==> config.mk <==
export PLATFORM = sky130hd
export DESIGN_NAME = ppi_port_io_decoder_unit
export DESIGN_NICKNAME = d
export VERILOG_FILES = /design/src/sv/ppi_pkg.sv /design/src/sv/ppi_front.sv /design/src/sv/ppi_fifo.sv /design/src/sv/ppi_back.sv /design/src/sv/ppi_port_io_decoder_unit.sv
export VERILOG_INCLUDE_DIRS = /design/src /design/src/sv
export SDC_FILE = /design/constraint.sdc
export NUM_CORES = 1
export LEC_CHECK = 0
export BUFFER_PORTS_ARGS = -buffer_cell sky130_fd_sc_hd__buf_2
export CAP_MARGIN = 20
export CORE_AREA = 4 4 117 119
export DETAILED_ROUTE_END_ITERATION = 7
export DIE_AREA = 0 0 121 123
export PLACE_DENSITY = 0.72
export SYNTH_ARGS = -nofsm -noshare
export SYNTH_HDL_FRONTEND = slang
export SYNTH_HIERARCHICAL = 1
export SYNTH_SLANG_ARGS = --single-unit
==> constraint.sdc <==
create_clock -name clk -period 7.6 [get_ports clk]
set_input_delay 0.38 -clock clk [delete_from_list [all_inputs] [get_ports clk]]
set_output_delay 0.38 -clock clk [all_outputs]
set_load 0.01 [all_outputs]
==> src/sv/ppi_port_io_decoder_unit_macros.svh <==
// Assertion macros shared by the parallel port decoder modules.
`ifndef PPI_PORT_IO_DECODER_UNIT_MACROS_SVH
`define PPI_PORT_IO_DECODER_UNIT_MACROS_SVH

// Same-cycle implication, clocked on clk, off during reset.
`define PPI_ASSERT_IMP(label, ante, cons, msg) \
    label: assert property (@(posedge clk) disable iff (!rst_n) (ante) |-> (cons)) \
        else $error(msg);

// Next-cycle implication, clocked on clk, off during reset.
`define PPI_ASSERT_NXT(label, ante, cons, msg) \
    label: assert property (@(posedge clk) disable iff (!rst_n) (ante) |=> (cons)) \
        else $error(msg);

`endif

==> src/sv/ppi_pkg.sv <==
// Shared types and constants for the parallel port decoder.
package ppi_pkg;

    localparam int KIND_W = 4;

    // Request kinds produced by the front decoder
    localparam logic [KIND_W-1:0] KIND_RD_A    = 4'd0;
    localparam logic [KIND_W-1:0] KIND_RD_B    = 4'd1;
    localparam logic [KIND_W-1:0] KIND_RD_C    = 4'd2;
    localparam logic [KIND_W-1:0] KIND_RD_FF   = 4'd3;
    localparam logic [KIND_W-1:0] KIND_WR_A    = 4'd4;
    localparam logic [KIND_W-1:0] KIND_WR_B    = 4'd5;
    localparam logic [KIND_W-1:0] KIND_WR_C    = 4'd6;
    localparam logic [KIND_W-1:0] KIND_WR_MODE = 4'd7;
    localparam logic [KIND_W-1:0] KIND_WR_BSR  = 4'd8;
    localparam logic [KIND_W-1:0] KIND_WR_NONE = 4'd9;

    // Port select codes, port_high bits 1:0
    localparam logic [1:0] SEL_A    = 2'd0;
    localparam logic [1:0] SEL_B    = 2'd1;
    localparam logic [1:0] SEL_C    = 2'd2;
    localparam logic [1:0] SEL_CTRL = 2'd3;

    localparam logic OP_READ  = 1'b0;
    localparam logic OP_WRITE = 1'b1;

    // Configuration register indexes
    localparam int CFG_IDX_W = 1;
    localparam int CFG_DATA_W = 7;
    localparam logic [CFG_IDX_W-1:0] CFG_PRINTER = 1'd0;
    localparam logic [CFG_IDX_W-1:0] CFG_JUMPER  = 1'd1;

    localparam logic [6:0] JUMPER_RESET = 7'd30;
    localparam logic [7:0] MODE_RESET   = 8'h9B;

    typedef struct packed {
        logic [KIND_W-1:0] kind;
        logic [7:0]        wdata;
        logic [7:0]        bus;
        logic              tape;
        logic              vsync;
    } cmd_t;

    typedef struct packed {
        logic [7:0] rdata;
        logic [3:0] keyboard_row;
        logic       tape_motor_on;
        logic [1:0] psg_control;
        logic       psg_write_strobe;
        logic [7:0] psg_write_data;
    } res_t;

endpackage

==> src/sv/ppi_front.sv <==
// Front decoder: classifies one bus access into a request kind.
module ppi_front (
    input  logic             op,
    input  logic [7:0]       port_high,
    input  logic [7:0]       wdata,
    input  logic [7:0]       psg_bus_value,
    input  logic             tape_level,
    input  logic             vsync_active,
    output ppi_pkg::cmd_t    cmd
);

    logic [ppi_pkg::KIND_W-1:0] kind;

    always_comb
    begin
        kind = ppi_pkg::KIND_RD_FF;
        if (op == ppi_pkg::OP_READ)
        begin
            // video controller space or external peripheral reads give 0xFF
            if (port_high[6] && !port_high[3])
            begin
                case (port_high[1:0])
                    ppi_pkg::SEL_A: kind = ppi_pkg::KIND_RD_A;
                    ppi_pkg::SEL_B: kind = ppi_pkg::KIND_RD_B;
                    ppi_pkg::SEL_C: kind = ppi_pkg::KIND_RD_C;
                    default:        kind = ppi_pkg::KIND_RD_FF;
                endcase
            end
        end
        else if (!port_high[3])
        begin
            case (port_high[1:0])
                ppi_pkg::SEL_A: kind = ppi_pkg::KIND_WR_A;
                ppi_pkg::SEL_B: kind = ppi_pkg::KIND_WR_B;
                ppi_pkg::SEL_C: kind = ppi_pkg::KIND_WR_C;
                default:        kind = wdata[7] ? ppi_pkg::KIND_WR_MODE
                                                : ppi_pkg::KIND_WR_BSR;
            endcase
        end
        else
        begin
            kind = ppi_pkg::KIND_WR_NONE;
        end
    end

    assign cmd.kind  = kind;
    assign cmd.wdata = wdata;
    assign cmd.bus   = psg_bus_value;
    assign cmd.tape  = tape_level;
    assign cmd.vsync = vsync_active;

endmodule

==> src/sv/ppi_fifo.sv <==
// Small first-in first-out queue of packed words.
`include "ppi_port_io_decoder_unit_macros.svh"

module ppi_fifo #(
    parameter int WIDTH = 8,
    parameter int DEPTH = 2
) (
    input  logic             clk,
    input  logic             rst_n,
    input  logic             push,
    input  logic [WIDTH-1:0] wr_data,
    output logic             full,
    input  logic             pop,
    output logic [WIDTH-1:0] rd_data,
    output logic             empty
);

    localparam int PTR_W = (DEPTH > 1) ? $clog2(DEPTH) : 1;
    localparam int CNT_W = $clog2(DEPTH + 1);

    logic [WIDTH-1:0] mem [DEPTH];
    logic [PTR_W-1:0] wr_ptr_reg, wr_ptr_next;
    logic [PTR_W-1:0] rd_ptr_reg, rd_ptr_next;
    logic [CNT_W-1:0] count_reg, count_next;
    logic             wr_en, rd_en;

    assign full  = (count_reg == CNT_W'(DEPTH));
    assign empty = (count_reg == '0);
    assign wr_en = push && !full;
    assign rd_en = pop && !empty;

    always_comb
    begin
        wr_ptr_next = wr_ptr_reg;
        rd_ptr_next = rd_ptr_reg;
        count_next  = count_reg;
        if (wr_en)
            wr_ptr_next = (wr_ptr_reg == PTR_W'(DEPTH - 1)) ? '0 : wr_ptr_reg + 1'b1;
        if (rd_en)
            rd_ptr_next = (rd_ptr_reg == PTR_W'(DEPTH - 1)) ? '0 : rd_ptr_reg + 1'b1;
        if (wr_en && !rd_en)
            count_next = count_reg + 1'b1;
        else if (rd_en && !wr_en)
            count_next = count_reg - 1'b1;
    end

    always_ff @(posedge clk or negedge rst_n)
    begin
        if (!rst_n)
        begin
            wr_ptr_reg <= '0;
            rd_ptr_reg <= '0;
            count_reg  <= '0;
        end
        else
        begin
            wr_ptr_reg <= wr_ptr_next;
            rd_ptr_reg <= rd_ptr_next;
            count_reg  <= count_next;
        end
    end

    always_ff @(posedge clk)
    begin
        if (wr_en)
            mem[wr_ptr_reg] <= wr_data;
    end

    assign rd_data = mem[rd_ptr_reg];

    `PPI_ASSERT_IMP(a_fifo_bound, 1'b1, count_reg <= CNT_W'(DEPTH), "fifo count overrun")
    `PPI_ASSERT_NXT(a_fifo_fill, wr_en && !rd_en, count_reg == $past(count_reg) + 1'b1,
                    "fifo count did not rise on push")
    `PPI_ASSERT_NXT(a_fifo_drain, rd_en && !wr_en, count_reg == $past(count_reg) - 1'b1,
                    "fifo count did not fall on pop")

endmodule

==> src/sv/ppi_back.sv <==
// Back end: port latches, mode word, config, and per-request execution.
`include "ppi_port_io_decoder_unit_macros.svh"

module ppi_back (
    input  logic                            clk,
    input  logic                            rst_n,
    input  logic                            cfg_write,
    input  logic [ppi_pkg::CFG_IDX_W-1:0]   cfg_index,
    input  logic [ppi_pkg::CFG_DATA_W-1:0]  cfg_data,
    input  logic                            cmd_valid,
    input  ppi_pkg::cmd_t                   cmd,
    output logic                            cmd_pop,
    input  logic                            res_full,
    output logic                            res_push,
    output ppi_pkg::res_t                   res
);

    logic       printer_reg;
    logic [6:0] jumper_reg;
    logic [7:0] latch_a_reg, latch_a_next;
    logic [7:0] latch_b_reg, latch_b_next;
    logic [7:0] latch_c_reg, latch_c_next;
    logic [7:0] mode_reg, mode_next;
    logic [3:0] key_reg, key_next;
    logic       motor_reg, motor_next;

    logic       fire;
    logic [7:0] rdata, sdata, port_c_rd, c_new, bit_mask;
    logic [1:0] ctl;
    logic       strobe, c_update;

    assign fire     = cmd_valid && !res_full;
    assign cmd_pop  = fire;
    assign res_push = fire;

    // Port C read with direction masking; upper pattern 11 reads as 10
    always_comb
    begin
        ctl       = (latch_c_reg[7:6] == 2'b11) ? 2'b10 : latch_c_reg[7:6];
        port_c_rd = latch_c_reg;
        if (mode_reg[3])
        begin
            port_c_rd = {ctl, 1'b1, motor_reg, latch_c_reg[3:0]};
            if (!mode_reg[0])
                port_c_rd[3:0] = 4'hF;
        end
    end

    assign bit_mask = 8'd1 << cmd.wdata[3:1];

    always_comb
    begin
        latch_a_next = latch_a_reg;
        latch_b_next = latch_b_reg;
        latch_c_next = latch_c_reg;
        mode_next    = mode_reg;
        key_next     = key_reg;
        motor_next   = motor_reg;
        rdata        = 8'h00;
        strobe       = 1'b0;
        sdata        = 8'h00;
        c_update     = 1'b0;
        c_new        = latch_c_reg;

        case (cmd.kind)
            ppi_pkg::KIND_RD_A:
                rdata = mode_reg[4] ? cmd.bus : latch_a_reg;
            ppi_pkg::KIND_RD_B:
                rdata = mode_reg[1] ? ({cmd.tape, ~printer_reg, 6'd0}
                                       | {1'b0, jumper_reg} | {7'd0, cmd.vsync})
                                    : latch_b_reg;
            ppi_pkg::KIND_RD_C:
                rdata = port_c_rd;
            ppi_pkg::KIND_RD_FF:
                rdata = 8'hFF;
            ppi_pkg::KIND_WR_A:
            begin
                latch_a_next = cmd.wdata;
                if (!mode_reg[4])
                begin
                    strobe = 1'b1;
                    sdata  = cmd.wdata;
                end
            end
            ppi_pkg::KIND_WR_B:
                latch_b_next = cmd.wdata;
            ppi_pkg::KIND_WR_C:
            begin
                c_new    = cmd.wdata;
                c_update = 1'b1;
            end
            ppi_pkg::KIND_WR_MODE:
            begin
                mode_next    = cmd.wdata;
                latch_a_next = 8'h00;
                latch_b_next = 8'h00;
                latch_c_next = 8'h00;
            end
            ppi_pkg::KIND_WR_BSR:
            begin
                c_new    = cmd.wdata[0] ? (latch_c_reg | bit_mask)
                                        : (latch_c_reg & ~bit_mask);
                c_update = 1'b1;
            end
            default:
                rdata = 8'h00;
        endcase

        if (c_update)
        begin
            latch_c_next = c_new;
            if (!mode_reg[0])
                key_next = c_new[3:0];
            if (!mode_reg[3])
            begin
                motor_next = c_new[4];
                strobe     = 1'b1;
                sdata      = latch_a_reg;
            end
        end
    end

    assign res.rdata            = rdata;
    assign res.keyboard_row     = key_next;
    assign res.tape_motor_on    = motor_next;
    assign res.psg_control      = latch_c_next[7:6];
    assign res.psg_write_strobe = strobe;
    assign res.psg_write_data   = sdata;

    always_ff @(posedge clk or negedge rst_n)
    begin
        if (!rst_n)
        begin
            latch_a_reg <= 8'h00;
            latch_b_reg <= 8'h00;
            latch_c_reg <= 8'h00;
            mode_reg    <= ppi_pkg::MODE_RESET;
            key_reg     <= 4'h0;
            motor_reg   <= 1'b0;
        end
        else if (fire)
        begin
            latch_a_reg <= latch_a_next;
            latch_b_reg <= latch_b_next;
            latch_c_reg <= latch_c_next;
            mode_reg    <= mode_next;
            key_reg     <= key_next;
            motor_reg   <= motor_next;
        end
    end

    always_ff @(posedge clk or negedge rst_n)
    begin
        if (!rst_n)
        begin
            printer_reg <= 1'b0;
            jumper_reg  <= ppi_pkg::JUMPER_RESET;
        end
        else if (cfg_write)
        begin
            case (cfg_index)
                ppi_pkg::CFG_PRINTER: printer_reg <= cfg_data[0];
                ppi_pkg::CFG_JUMPER:  jumper_reg  <= cfg_data;
                default:              printer_reg <= printer_reg;
            endcase
        end
    end

    `PPI_ASSERT_NXT(a_mode_clears, fire && cmd.kind == ppi_pkg::KIND_WR_MODE,
                    latch_a_reg == 8'h00 && latch_b_reg == 8'h00 && latch_c_reg == 8'h00,
                    "mode write left a latch set")
    `PPI_ASSERT_NXT(a_read_keeps, fire && (cmd.kind == ppi_pkg::KIND_RD_A ||
                    cmd.kind == ppi_pkg::KIND_RD_B || cmd.kind == ppi_pkg::KIND_RD_C ||
                    cmd.kind == ppi_pkg::KIND_RD_FF),
                    $stable(key_reg) && $stable(motor_reg) && $stable(latch_c_reg),
                    "read request changed port state")
    `PPI_ASSERT_IMP(a_strobe_src, strobe,
                    cmd.kind == ppi_pkg::KIND_WR_A || cmd.kind == ppi_pkg::KIND_WR_C ||
                    cmd.kind == ppi_pkg::KIND_WR_BSR, "strobe from a request that cannot give one")

endmodule

==> src/sv/ppi_port_io_decoder_unit.sv <==
// Top level of the parallel port I/O decoder: front decode, request queue, back end.
//
//  channel   handshake          payload
//  -------   ---------          -------
//  config    cfg_write          cfg_index, cfg_data (0 printer_attached, 1 jumper_bits)
//  access    push / full        op, port_high, wdata, psg_bus_value, tape_level, vsync_active
//  result    pop / empty        rdata, keyboard_row, tape_motor_on, psg_control,
//                               psg_write_strobe, psg_write_data
//
// One access a cycle sustained while the consumer keeps popping. An access pushed in
// enters the request queue, is executed by the back end from its head and its result is
// written into the result queue and shows at its head; both queues set the delay.
// Reset (rst_n low, asynchronous) empties both queues, sets the mode word to all
// ports input and the jumper bits to 30.
// A held-off result queue stalls only the back end; the front keeps taking requests
// until the request queue fills, then full rises.
module ppi_port_io_decoder_unit #(
    parameter int CMD_DEPTH = 2,
    parameter int RES_DEPTH = 2
) (
    input  logic                            clk,
    input  logic                            rst_n,
    input  logic                            cfg_write,
    input  logic [ppi_pkg::CFG_IDX_W-1:0]   cfg_index,
    input  logic [ppi_pkg::CFG_DATA_W-1:0]  cfg_data,
    input  logic                            push,
    output logic                            full,
    input  logic                            op,
    input  logic [7:0]                      port_high,
    input  logic [7:0]                      wdata,
    input  logic [7:0]                      psg_bus_value,
    input  logic                            tape_level,
    input  logic                            vsync_active,
    output logic                            empty,
    input  logic                            pop,
    output logic [7:0]                      rdata,
    output logic [3:0]                      keyboard_row,
    output logic                            tape_motor_on,
    output logic [1:0]                      psg_control,
    output logic                            psg_write_strobe,
    output logic [7:0]                      psg_write_data
);

    localparam int CMD_W = $bits(ppi_pkg::cmd_t);
    localparam int RES_W = $bits(ppi_pkg::res_t);

    ppi_pkg::cmd_t cmd_in, cmd_head;
    ppi_pkg::res_t res_in, res_head;
    logic          cmd_empty, cmd_pop;
    logic          res_full, res_push;

    // decode the access as it arrives
    ppi_front u_front (
        .op            (op),
        .port_high     (port_high),
        .wdata         (wdata),
        .psg_bus_value (psg_bus_value),
        .tape_level    (tape_level),
        .vsync_active  (vsync_active),
        .cmd           (cmd_in)
    );

    // request queue parting front and back
    ppi_fifo #(
        .WIDTH (CMD_W),
        .DEPTH (CMD_DEPTH)
    ) u_cmd_q (
        .clk     (clk),
        .rst_n   (rst_n),
        .push    (push),
        .wr_data (cmd_in),
        .full    (full),
        .pop     (cmd_pop),
        .rd_data (cmd_head),
        .empty   (cmd_empty)
    );

    // port state and execution, one request a cycle while requests wait and the result queue has room
    ppi_back u_back (
        .clk       (clk),
        .rst_n     (rst_n),
        .cfg_write (cfg_write),
        .cfg_index (cfg_index),
        .cfg_data  (cfg_data),
        .cmd_valid (!cmd_empty),
        .cmd       (cmd_head),
        .cmd_pop   (cmd_pop),
        .res_full  (res_full),
        .res_push  (res_push),
        .res       (res_in)
    );

    // result queue towards the consumer
    ppi_fifo #(
        .WIDTH (RES_W),
        .DEPTH (RES_DEPTH)
    ) u_res_q (
        .clk     (clk),
        .rst_n   (rst_n),
        .push    (res_push),
        .wr_data (res_in),
        .full    (res_full),
        .pop     (pop),
        .rd_data (res_head),
        .empty   (empty)
    );

    assign rdata            = res_head.rdata;
    assign keyboard_row     = res_head.keyboard_row;
    assign tape_motor_on    = res_head.tape_motor_on;
    assign psg_control      = res_head.psg_control;
    assign psg_write_strobe = res_head.psg_write_strobe;
    assign psg_write_data   = res_head.psg_write_data;

endmodule

# == Word-level counts from Yosys, hierarchy flattened ==
# Memories as Yosys holds them, arrays and structs flattened.
# Index checks and enable logic that the tools add are counted.
# totals
in_bits,40
memories,2
output_inout_bits,26
regBits,50
ramBits,92
# classes
eq_ne,14
addsub,8
mux,43
n_bitwise,7
reduce_logical,36
n_shift,1
# memory_table
name,words,width,rd,rd_clocked_by_memory_dff,wr,line,source
u_res_q.mem,2,24,1,0,1,ppi_fifo.sv:21,logic [WIDTH-1:0] mem [DEPTH];
u_cmd_q.mem,2,22,1,0,1,ppi_fifo.sv:21,
# ops
cell,n
$mux 8,10
$pmux 8 s2,3
$pmux 8 s4,1
$mux 4,7
$eq 4x3->1 const B,4
$mux 1,15
$pmux 4 s3,1
$reduce_and 2->1,6
$logic_and 1x1->1,10
$mux 2,5
$reduce_bool 2->1,5
$logic_not 1->1,9
$and 8x8->8,1
$eq 2x2->1 const B,4
$eq 4x2->1 const B,2
$not 8->8,1
$or 8x1->8,1
$or 8x7->8,1
$or 8x8->8,1
$shl 1x3->8 const A,1
$logic_not 2->1,3
$pmux 2 s3,1
$add 1x1->1 const B,4
$add 2x1->2 const B,2
9 further kinds,11

# == Depth between registers and ports, before layout ==
# Gate-level depths: netlist (run 1).
# depth
depth_word,8
mapped_depth,11
depth_no_buf,9

# == Modules after synthesis ==
# Netlist (run 1), hierarchy kept.
# by_module_without_submodules
module,seq_area_each_um2,area_each_um2,n_inst,cells_per_inst
ppi_back,1036.0,2555.0,1,248
ppi_fifo at u_res_q,1541.5,2030.7,1,94
ppi_fifo at u_cmd_q,1421.4,1788.0,1,87
ppi_front,0.0,212.7,1,29
ppi_port_io_decoder_unit,0.0,3.8,1,1

# == Worst setup path before layout (run 1) ==
# Ideal clock, no wire load.
# synth_timing
path_kind,register -> register
start,register u_res_q.count_reg[0]
end,memory u_res_q/mem[0][0] (netlist bit) (enable)
setup_time_ns,0.405
arrival_time_ns,2.279
n_path_buf,2
path_stages_with_launch,8
path_slack_ns,4.916
required_time_ns,7.195
path_cell_list,dfrtp_1 -> nand2b_1 -> inv_1 -> nor2b_1 -> clkbuf_1 -> buf_4 -> nand2_1 -> nor2_1
# synth_between
elab_chain_cells,6
# synth_rtl
element,line,source
start: declaration,ppi_fifo.sv:24,"logic [CNT_W-1:0] count_reg, count_next;"
start signal: assignment,ppi_fifo.sv:59,count_reg <= count_next;
$eq 2x2->1,ppi_fifo.sv:27,assign full = (count_reg == CNT_W'(DEPTH));
net res_full,ppi_port_io_decoder_unit.sv:50,"logic res_full, res_push;"
$logic_not 1->1,ppi_back.sv:32,assign fire = cmd_valid && !res_full;
$logic_and 1x1->1,ppi_back.sv:32,
net cmd_pop,ppi_port_io_decoder_unit.sv:49,"logic cmd_empty, cmd_pop;"
$logic_and 1x1->1,ppi_fifo.sv:29,assign wr_en = push && !full;
$mux 1,ppi_fifo.sv:65,if (wr_en)
$mux 1 (implied by the code),ppi_fifo.sv:66,mem[wr_ptr_reg] <= wr_data;
end: declaration,ppi_fifo.sv:21,
# The timed path passes the listed nets, and every way through them passes these cells.

==> key figures, run 1 <==
Clocking
  • Clock transition at path regs: about 0.06 ns
  • CTS H-tree lvls: 4
  • CTS Buf Count: 17
  • CTS max path bufs: 2
  • Hold-fix buffers, CTS: 0
  • Resized cells post-CTS: 0
  • TritonCTS clock tree: built
  • Total clock sinks: ~140
  • Setup bufs post-CTS: 0
  • Clk root buf: clkbuf_16
  • Clock latency on the worst-skew pair: ~0.42 ns

Job
  • Max_cap viols: 0

Yosys
  • Mean Syn Cell Area: ~14 sq um
  • Post-Synth Simple-Gate Area: 6.208%
  • Yosys top cell area share: a little over two fifths
  • Post-Syn Area: about 6600 sq um
  • Ys async rst share: approximately a third
  • Cells after synthesis: roughly 460
  • Top cells by area, synth: edfxtp_1 42%, dfrtp_1 16%, mux2_2 9.7%
  • Mux share of post-synthesis cell area: 15.74%
  • Post-synthesis sequential area ratio: 60.68%
  • Library cells used by synthesis: between 50 and 60
  • Complex-gate fraction of the synthesized area: 10.16%
  • Main combinational cell family by area after synthesis: multiplexers
  • Synth warn: 6
  • Post-synth top area cell: edfxtp_1
  • XOR/XNOR Fraction of Synth Area: 1.329%
  • Post-synthesis adder-cell area fraction: less than 1%
  • Synthesized flop and latch total: about 140
  • Number of synthesized flops with an enable pin: 92
  • Syn Nets: roughly 500
  • Ys flop type: edfxtp_1

Power and ir drop
  • Power per Cell Area: around 450 nW/um^2
  • Worst vdd ir: roughly 0.23 mV
  • Clock Power Share: around 25%
  • Leak Pwr: around 3 nW
  • Logic pwr share: a little over a third
  • Reg power frac: between 30% and 40%
  • Tot Pwr: 3.408 mW
  • Sw Pwr: 1.133 mW
  • Sw Ratio: 33.24%
  • Int Power: roughly 2.3 mW

Cells and area
  • Final cell count without fillers: 685
  • Design Area, Final: approximately 7500 sq um
  • Area delta synth->final: 13.69%
  • Final Util: between 50% and 60%
  • Layout cells sized above 1: a little under two fifths
  • Top Registers: u_res_q/mem: 48 flops, u_cmd_q/mem: 44 flops
  • Commonest cells after routing, fill and taps aside: 92 x edfxtp_1, 61 x buf_2, 57 x mux2_2, 41 x dfrtp_1, 27 x a22o_1
  • Number of flip-flops in the largest register: 48
  • Largest reg by FF count: u_res_q/mem
  • Antenna Cells: 0
  • Commonest non-fill, non-tap cell in the layout: edfxtp_1
  • Fin nets: 542

Routing
  • Number of DRC markers in iteration 0: roughly 270
  • Via count: roughly 3800
  • WL final: about 12000 um
  • Routed Antenna Nets: 0
  • Via density: 5.594
  • DRC viols: 0
  • TritonRoute pass-1 iters: 5
  • WL/cell: 17.94 um

Timing
  • RSZ-0062 raised after global routing: false
  • Max-slew violations: 0
  • Layout Skew: ~0.0073 ns
  • # setup viols final: 0
  • Max Fclk: between 0.3 and 0.4 GHz
  • Worst-Margin Slew: a little over 1 ns
  • Hold Vio Cnt, Final: 21
  • Fin crit share: 43.30%
  • Min Tclk post-route: 3.291 ns
  • Setup_tns: 0 ns
  • Hold_ws: -0.01379 ns
  • Final WS setup: roughly 4.3 ns
  • Slew margin rel.: between 30% and 40%

Die
  • Die H: roughly 120 um
  • Chip width: ~120 um
  • Io pins: 66
  • Rows: slightly above 40
  • Core Region: 12570 sq um
  • Initial Util: a little over half
  • Die footprint: 14880 sq um

Critical path
  • Worst reg-to-reg path cell count: 5
  • CP Class: flop to flop
  • Largest stage delay on the critical path: 0.96 ns
  • CP startpoint: u_cmd_q/rd_ptr_reg$_DFFE_PN0P_
  • WP depth: 5
  • CP max stage cell: dfrtp_1
  • Worst path cell trace: mux2_2 > or4b_4 > o41ai_4 > mux2i_1 > a21oi_1
  • Crit path launch type: flop
  • R2r setup slk: about 4.3 ns
  • Arrival time worst endpoint: 3.42 ns
  • WP buf/inv: 0
  • Worst EP required: approximately 7.7 ns
  • Worst Setup EP: u_res_q/mem[0][12]$_DFFE_PP_
  • R2r endpoint: u_res_q/mem[0][12]$_DFFE_PP_
  • Worst Setup End Kind: flop
  • Crit path max-delay family: flip-flops
  • Crit-path max FO: 26
  • R2R Path Start: u_cmd_q/rd_ptr_reg$_DFFE_PN0P_

Place
  • Post-DP HPWL: about 8200 um
  • Routability cong.: 0.8302
  • Cells after DPL: approximately 650
  • Minimum setup slack after placement: about 4.3 ns
  • Area after DPL: 6829 sq um
  • Port bufs: slightly above 60

Global routing
  • Largest net degree at the start of global routing: 50
  • Total grt overflow: 0
  • Global Route Usage Sum: between 10% and 20%
  • First-pass GRT wire length: 19790 um
  • Vias in the first global route: 3739
  • Initial antenna violation count: 0

Min path
  • Hold/Removal Path Class: input port to async pin

Outcome
  • Failing checks: negative hold slack
  • Outcome: finished with violations
layout make-up:
class / count / area, sq um
tap: 172 / 215.2
fill: 965 / 5076
clock inverter: 13 / 165.2
timing repair buffer: 67 / 397.9
sequential: 141 / 3999
clock buffer: 19 / 442.9
multi-input combinational: 262 / 2231
inverter: 11 / 41.29
power by group through the flow:
stage | clock network, mW | logic [mW] | registers, mW
2_1_floorplan | 0 | 0.990 | 1.27
3_3_place_gp | 0 | 1.18 | 1.34
3_5_place_dp | 0 | 1.21 | 1.35
4_1_cts | 0.852 | 1.22 | 1.34
5_1_grt | 0.888 | 1.35 | 1.37
6_report | 0.836 | 1.24 | 1.34
synth_stat cells, drive strengths merged, types with 2 or more instances:
master,instances
edfxtp,92
mux2,76
dfrtp,41
buf,33
a22o,27
o21ai,21
nor2,18
a21oi,17
nand2,17
clkbuf,12
inv,11
mux2i,11
dfstp,8
o22ai,8
nor2b,6
xnor2,6
nand2b,4
nand3b,4
nor3,4
xor2,4
or3b,3
a211oi,2
a31oi,2
and3,2
ha,2
nand3,2
nand4,2
nor3b,2
o32ai,2
or4b,2
how the worst min path moves through the flow:
stage	from	endpoint	slack, ns
floorplan	rst_n	u_back/jumper_reg[0]$_DFFE_PN0P_	0.08
finish	rst_n	u_cmd_q/count_reg[0]$_DFFE_PN0P_	-0.01
global placement	u_res_q/rd_ptr_reg$_DFFE_PN0P_	u_res_q/rd_ptr_reg$_DFFE_PN0P_	0.47
detailed placement	u_res_q/rd_ptr_reg$_DFFE_PN0P_	u_res_q/rd_ptr_reg$_DFFE_PN0P_	0.47
CTS	tape_level	u_cmd_q/mem[0][1]$_DFFE_PP_	0.13
global route	rst_n	u_cmd_q/wr_ptr_reg$_DFFE_PN0P_	0.02
kinds of logic (layout without fill, tap and decap cells):
family,Yosys count,in the layout
adder cells (fa/ha/maj),2,2
buffers and inverters,56,110
AO/OA/AOI/OAI,91,91
AND/OR/NAND/NOR,72,72
multiplexers,87,87
flip-flops,141,141
XOR/XNOR,10,10
layer usage:
| layer | GRT usage, % | wire [um] | vias up | part of all wire [%] |
|---|---|---|---|---|
| li1 | - | - | 1799 | - |
| met1 | 25.11 | 5746 | 1886 | 47 |
| met2 | 25.88 | 5649 | 129 | 46 |
| met3 | 4.163 | 674 | 18 | 5.5 |
| met4 | 7.720 | 221 | 0 | 1.8 |
| met5 | 0 | 0 | - | 0 |
No activity file was read; power rests on OpenSTA's default activity.
==> run 2, diff against run 1 <==
ABC_AREA = 1   (was default)
CORE_AREA = 4 4 118 120   (was 4 4 117 119)
DIE_AREA = 0 0 122 124   (was 0 0 121 123)
PLACE_DENSITY = 0.71   (was 0.72)
clock period = 3.2 ns   (was 7.6 ns; I/O delays follow)
==> key figures, run 2 <==
Timing
  • Fin crit share: 74.13% (+31 points)
  • Max-slew violations: 0 (unchanged)
  • RSZ-0062 raised after global routing: false
  • Worst-Margin Slew: 0.8654 ns (-0.1561 ns)
  • Setup_tns: 0 ns (unchanged)
  • Layout Skew: 0.005998 ns (-0.001299 ns)
  • # setup viols final: 0 (unchanged)
  • Hold_ws: 0.01735 ns (+0.03115 ns)
  • Hold Vio Cnt, Final: 0 (-100%)
  • Slew margin rel.: 42.24% (+10 points)
  • Final WS setup: 0.8280 ns (-3.481 ns)
  • Min Tclk post-route: 2.372 ns (-0.9185 ns)
  • Max Fclk: 0.4216 GHz (+39%)

Critical path
  • Worst Setup End Kind: flop
  • Crit path launch type: flop
  • Worst reg-to-reg path cell count: 9 (+4)
  • Largest stage delay on the critical path: 0.51 ns (-0.45 ns)
  • Crit-path max FO: 9 (-65%)
  • Worst EP required: 3.49 ns (-4.24 ns)
  • R2r setup slk: 0.83 ns (-3.48 ns)
  • R2r endpoint: u_back/latch_a_reg[5]$_DFFE_PN0P_
  • R2R Path Start: u_cmd_q/count_reg[0]$_DFFE_PN0P_
  • Worst path cell trace: nor2_1 > inv_1 > inv_1 > nor2_1 > inv_1 > nor2_4 > inv_1 > nand2_1 > o21ai_0
  • CP Class: flop to flop
  • Arrival time worst endpoint: 2.66 ns (-0.76 ns)
  • CP max stage cell: nor2_1
  • Most frequent CP cell: inv_1

Cells and area
  • Final cell count without fillers: 987 (+44%)
  • Area delta synth->final: 18.61%
  • Commonest cells after routing, fill and taps aside: 269 x nand2_1, 92 x edfxtp_1, 70 x inv_1, 63 x o21ai_0, 61 x buf_2
  • Final Util: 61.07% (+1.5 points)
  • Largest reg by FF count: u_res_q/mem
  • Number of flip-flops in the largest register: 48 (unchanged)
  • Fin nets: 840 (+55%)
  • Commonest non-fill, non-tap cell in the layout: nand2_1
  • Layout cells sized above 1: 17.02% (-21 points)
  • Design Area, Final: 7926 sq um (+5.8%)
  • Antenna Cells: 0 (unchanged)
  • Top Registers: u_res_q/mem: 48 flops, u_cmd_q/mem: 44 flops

Global routing
  • First-pass GRT wire length: 24120 um (+22%)
  • Vias in the first global route: 5011 (+34%)
  • Largest net degree at the start of global routing: 49 (-2.0%)
  • Global Route Usage Sum: 20.81% (+3.2 points)
  • Total grt overflow: 0 (unchanged)
  • Initial antenna violation count: 0 (unchanged)

Min path
  • Hold Path Sink: u_back/printer_reg$_DFFE_PN0P_
  • Hold path startpoint: cfg_data[0]
  • Hold/Removal Path Class: input port to flop
  • WHS Path Cells: 3

Clocking
  • CTS Buf Count: 17 (unchanged)
  • CTS max path bufs: 2 (unchanged)
  • Clock latency on the worst-skew pair: 0.42 ns (about the same)
  • CTS H-tree lvls: 4 (unchanged)
  • Clock transition at path regs: 0.06 ns (about the same)
  • TritonCTS clock tree: built
  • Total clock sinks: 141 (unchanged)
  • Clk root buf: clkbuf_16
  • Setup bufs post-CTS: 0 (unchanged)

Power and ir drop
  • Worst vdd ir: 0.3482 mV (+49%)
  • Tot Pwr: 8.421 mW (+150%)
  • Leak Pwr: 3.608 nW (+20%)
  • Power per Cell Area: 1062 nW/um^2 (+130%)

Job
  • Max_cap viols: 0 (unchanged)

Routing
  • TritonRoute pass-1 iters: 5 (unchanged)
  • Number of DRC markers in iteration 0: 350 (+32%)
  • WL final: 14710 um (+20%)
  • Via count: 5008 (+31%)
  • DRC viols: 0 (unchanged)
  • Routed Antenna Nets: 0 (unchanged)
  • Via density: 5.074 (-9.3%)
  • WL/cell: 14.90 um (-17%)

Yosys
  • Cells after synthesis: 722 (+57%)
  • Mean Syn Cell Area: 9.256 sq um (-36%)
  • Yosys top cell area share: 41.34% (-0.58 points)
  • Synth top cells by count: 269 x nand2_1, 92 x edfxtp_1, 70 x inv_1
  • Synthesized flop and latch total: 141 (unchanged)
  • Top cells by area, synth: edfxtp_1 41%, dfrtp_1 15%, nand2_1 15%
  • Post-synthesis sequential area ratio: 59.84% (-0.84 points)
  • Library cells used by synthesis: 34 (-42%)
  • Ys async rst share: 34.75% (unchanged)
  • Synth warn: 6 (unchanged)
  • Number of synthesized flops with an enable pin: 92 (unchanged)
  • Post-Syn Area: 6683 sq um (+1.4%)
  • Post-synth top area cell: edfxtp_1
  • Syn Nets: 764 (+52%)
  • Most common cell in the netlist: nand2_1
  • Ys flop type: edfxtp_1

Place
  • Post-DP HPWL: 9850 um (+20%)
  • Minimum setup slack after placement: 0.9056 ns (-3.392 ns)
  • Area after DPL: 6985 sq um (+2.3%)
  • Port bufs: 61 (unchanged)
  • Cells after DPL: 927 (+42%)
  • Routability cong.: 0.9541 (+15%)

Die
  • Die H: 124 um (+0.81%)
  • Die footprint: 15130 sq um (+1.6%)
  • Chip width: 122 um (+0.83%)
  • Rows: 42 (+2.4%)
  • Initial Util: 51.48% (-0.95 points)
  • Core Region: 12980 sq um (+3.3%)
  • Io pins: 66 (unchanged)

Outcome
  • Outcome: complete, no violations
-- run 2: changes by cell type after synthesis, sizes merged, moves of 27 or more --
| cell | before | now |
|---|---|---|
| nand2 | 17 | 273 |
| mux2 | 76 | 5 |
| inv | 11 | 76 |
| o21ai | 21 | 64 |
| nand3 | 2 | 36 |
| a22o | 27 | 0 |
-- run 2: worst max path at each step --
stage                     cells after the start  slack, ns                           endpoint                              from
after floorplan                               8       0.52        u_res_q/mem[1][0]$_DFFE_PP_  u_cmd_q/count_reg[0]$_DFFE_PN0P_
final                                         9       0.83  u_back/latch_a_reg[5]$_DFFE_PN0P_  u_cmd_q/count_reg[0]$_DFFE_PN0P_
after detailed placement                      9       0.91  u_back/latch_a_reg[5]$_DFFE_PN0P_  u_cmd_q/count_reg[0]$_DFFE_PN0P_
after global routing                          9       0.59  u_back/latch_a_reg[7]$_DFFE_PN0P_  u_cmd_q/count_reg[0]$_DFFE_PN0P_
after global placement                        9       0.96  u_back/latch_a_reg[7]$_DFFE_PN0P_  u_cmd_q/count_reg[0]$_DFFE_PN0P_
after CTS                                     9       0.86  u_back/latch_a_reg[5]$_DFFE_PN0P_  u_cmd_q/count_reg[0]$_DFFE_PN0P_
-- run 2: timing repair --
action                                  in CTS  in global routing
resized for setup                            0                  0
endpoints found under the setup margin       0                  0
hold buffers                                27                  0
hold endpoints to repair                    83                  0
-- run 2: worst max-delay path, delay by kind of cell, from the launching register on --
family | cells | cell delay, ns
DFF | 1 | 0.47
buffers and inverters | 4 | 0.55
AOI/OAI and AO/OA | 1 | 0.13
and+or+nand+nor | 4 | 1.09
-- run 2: cells by family (layout without fill, tap and decap cells) --
kind of cell / after synthesis / count (layout) / share of synthesized area, %
compound gates: 84 / 84 / 6.759
xor+xnor: 2 / 2 / 0.2622
fa+ha+maj: 2 / 2 / 0.3744
buf+inv: 116 / 205 / 8.612
flops: 141 / 141 / 59.84
mux: 5 / 5 / 0.8425
simple gates: 372 / 372 / 23.31
-- run 2: per-layer routing --
metal | wire [um] | vias to the layer above | GRT usage [%]
li1 | - | 2483 | -
met1 | 6287 | 2344 | 26.49
met2 | 7223 | 156 | 34.36
met3 | 853 | 25 | 4.768
met4 | 342 | 0 | 9.034
met5 | 0 | - | 0
-- run 2: area by class of cell --
class,count,area (sq um)
inverter,76,287.8
clock inverter,15,217.7
tap,176,220.2
sequential,141,3999
clock buffer,17,425.4
timing repair buffer,97,663.1
fill,1127,5054
multi-input combinational,465,2113
-- run 2: report_power, final --
group          switching (mW)  leakage [nW]  internal, mW  total (mW)
sequential              0.310          1.48          2.87        3.18
combinational            2.15          1.82         0.956        3.11
clock                   0.755         0.311          1.38        2.14
total                    3.22          3.61          5.20        8.42
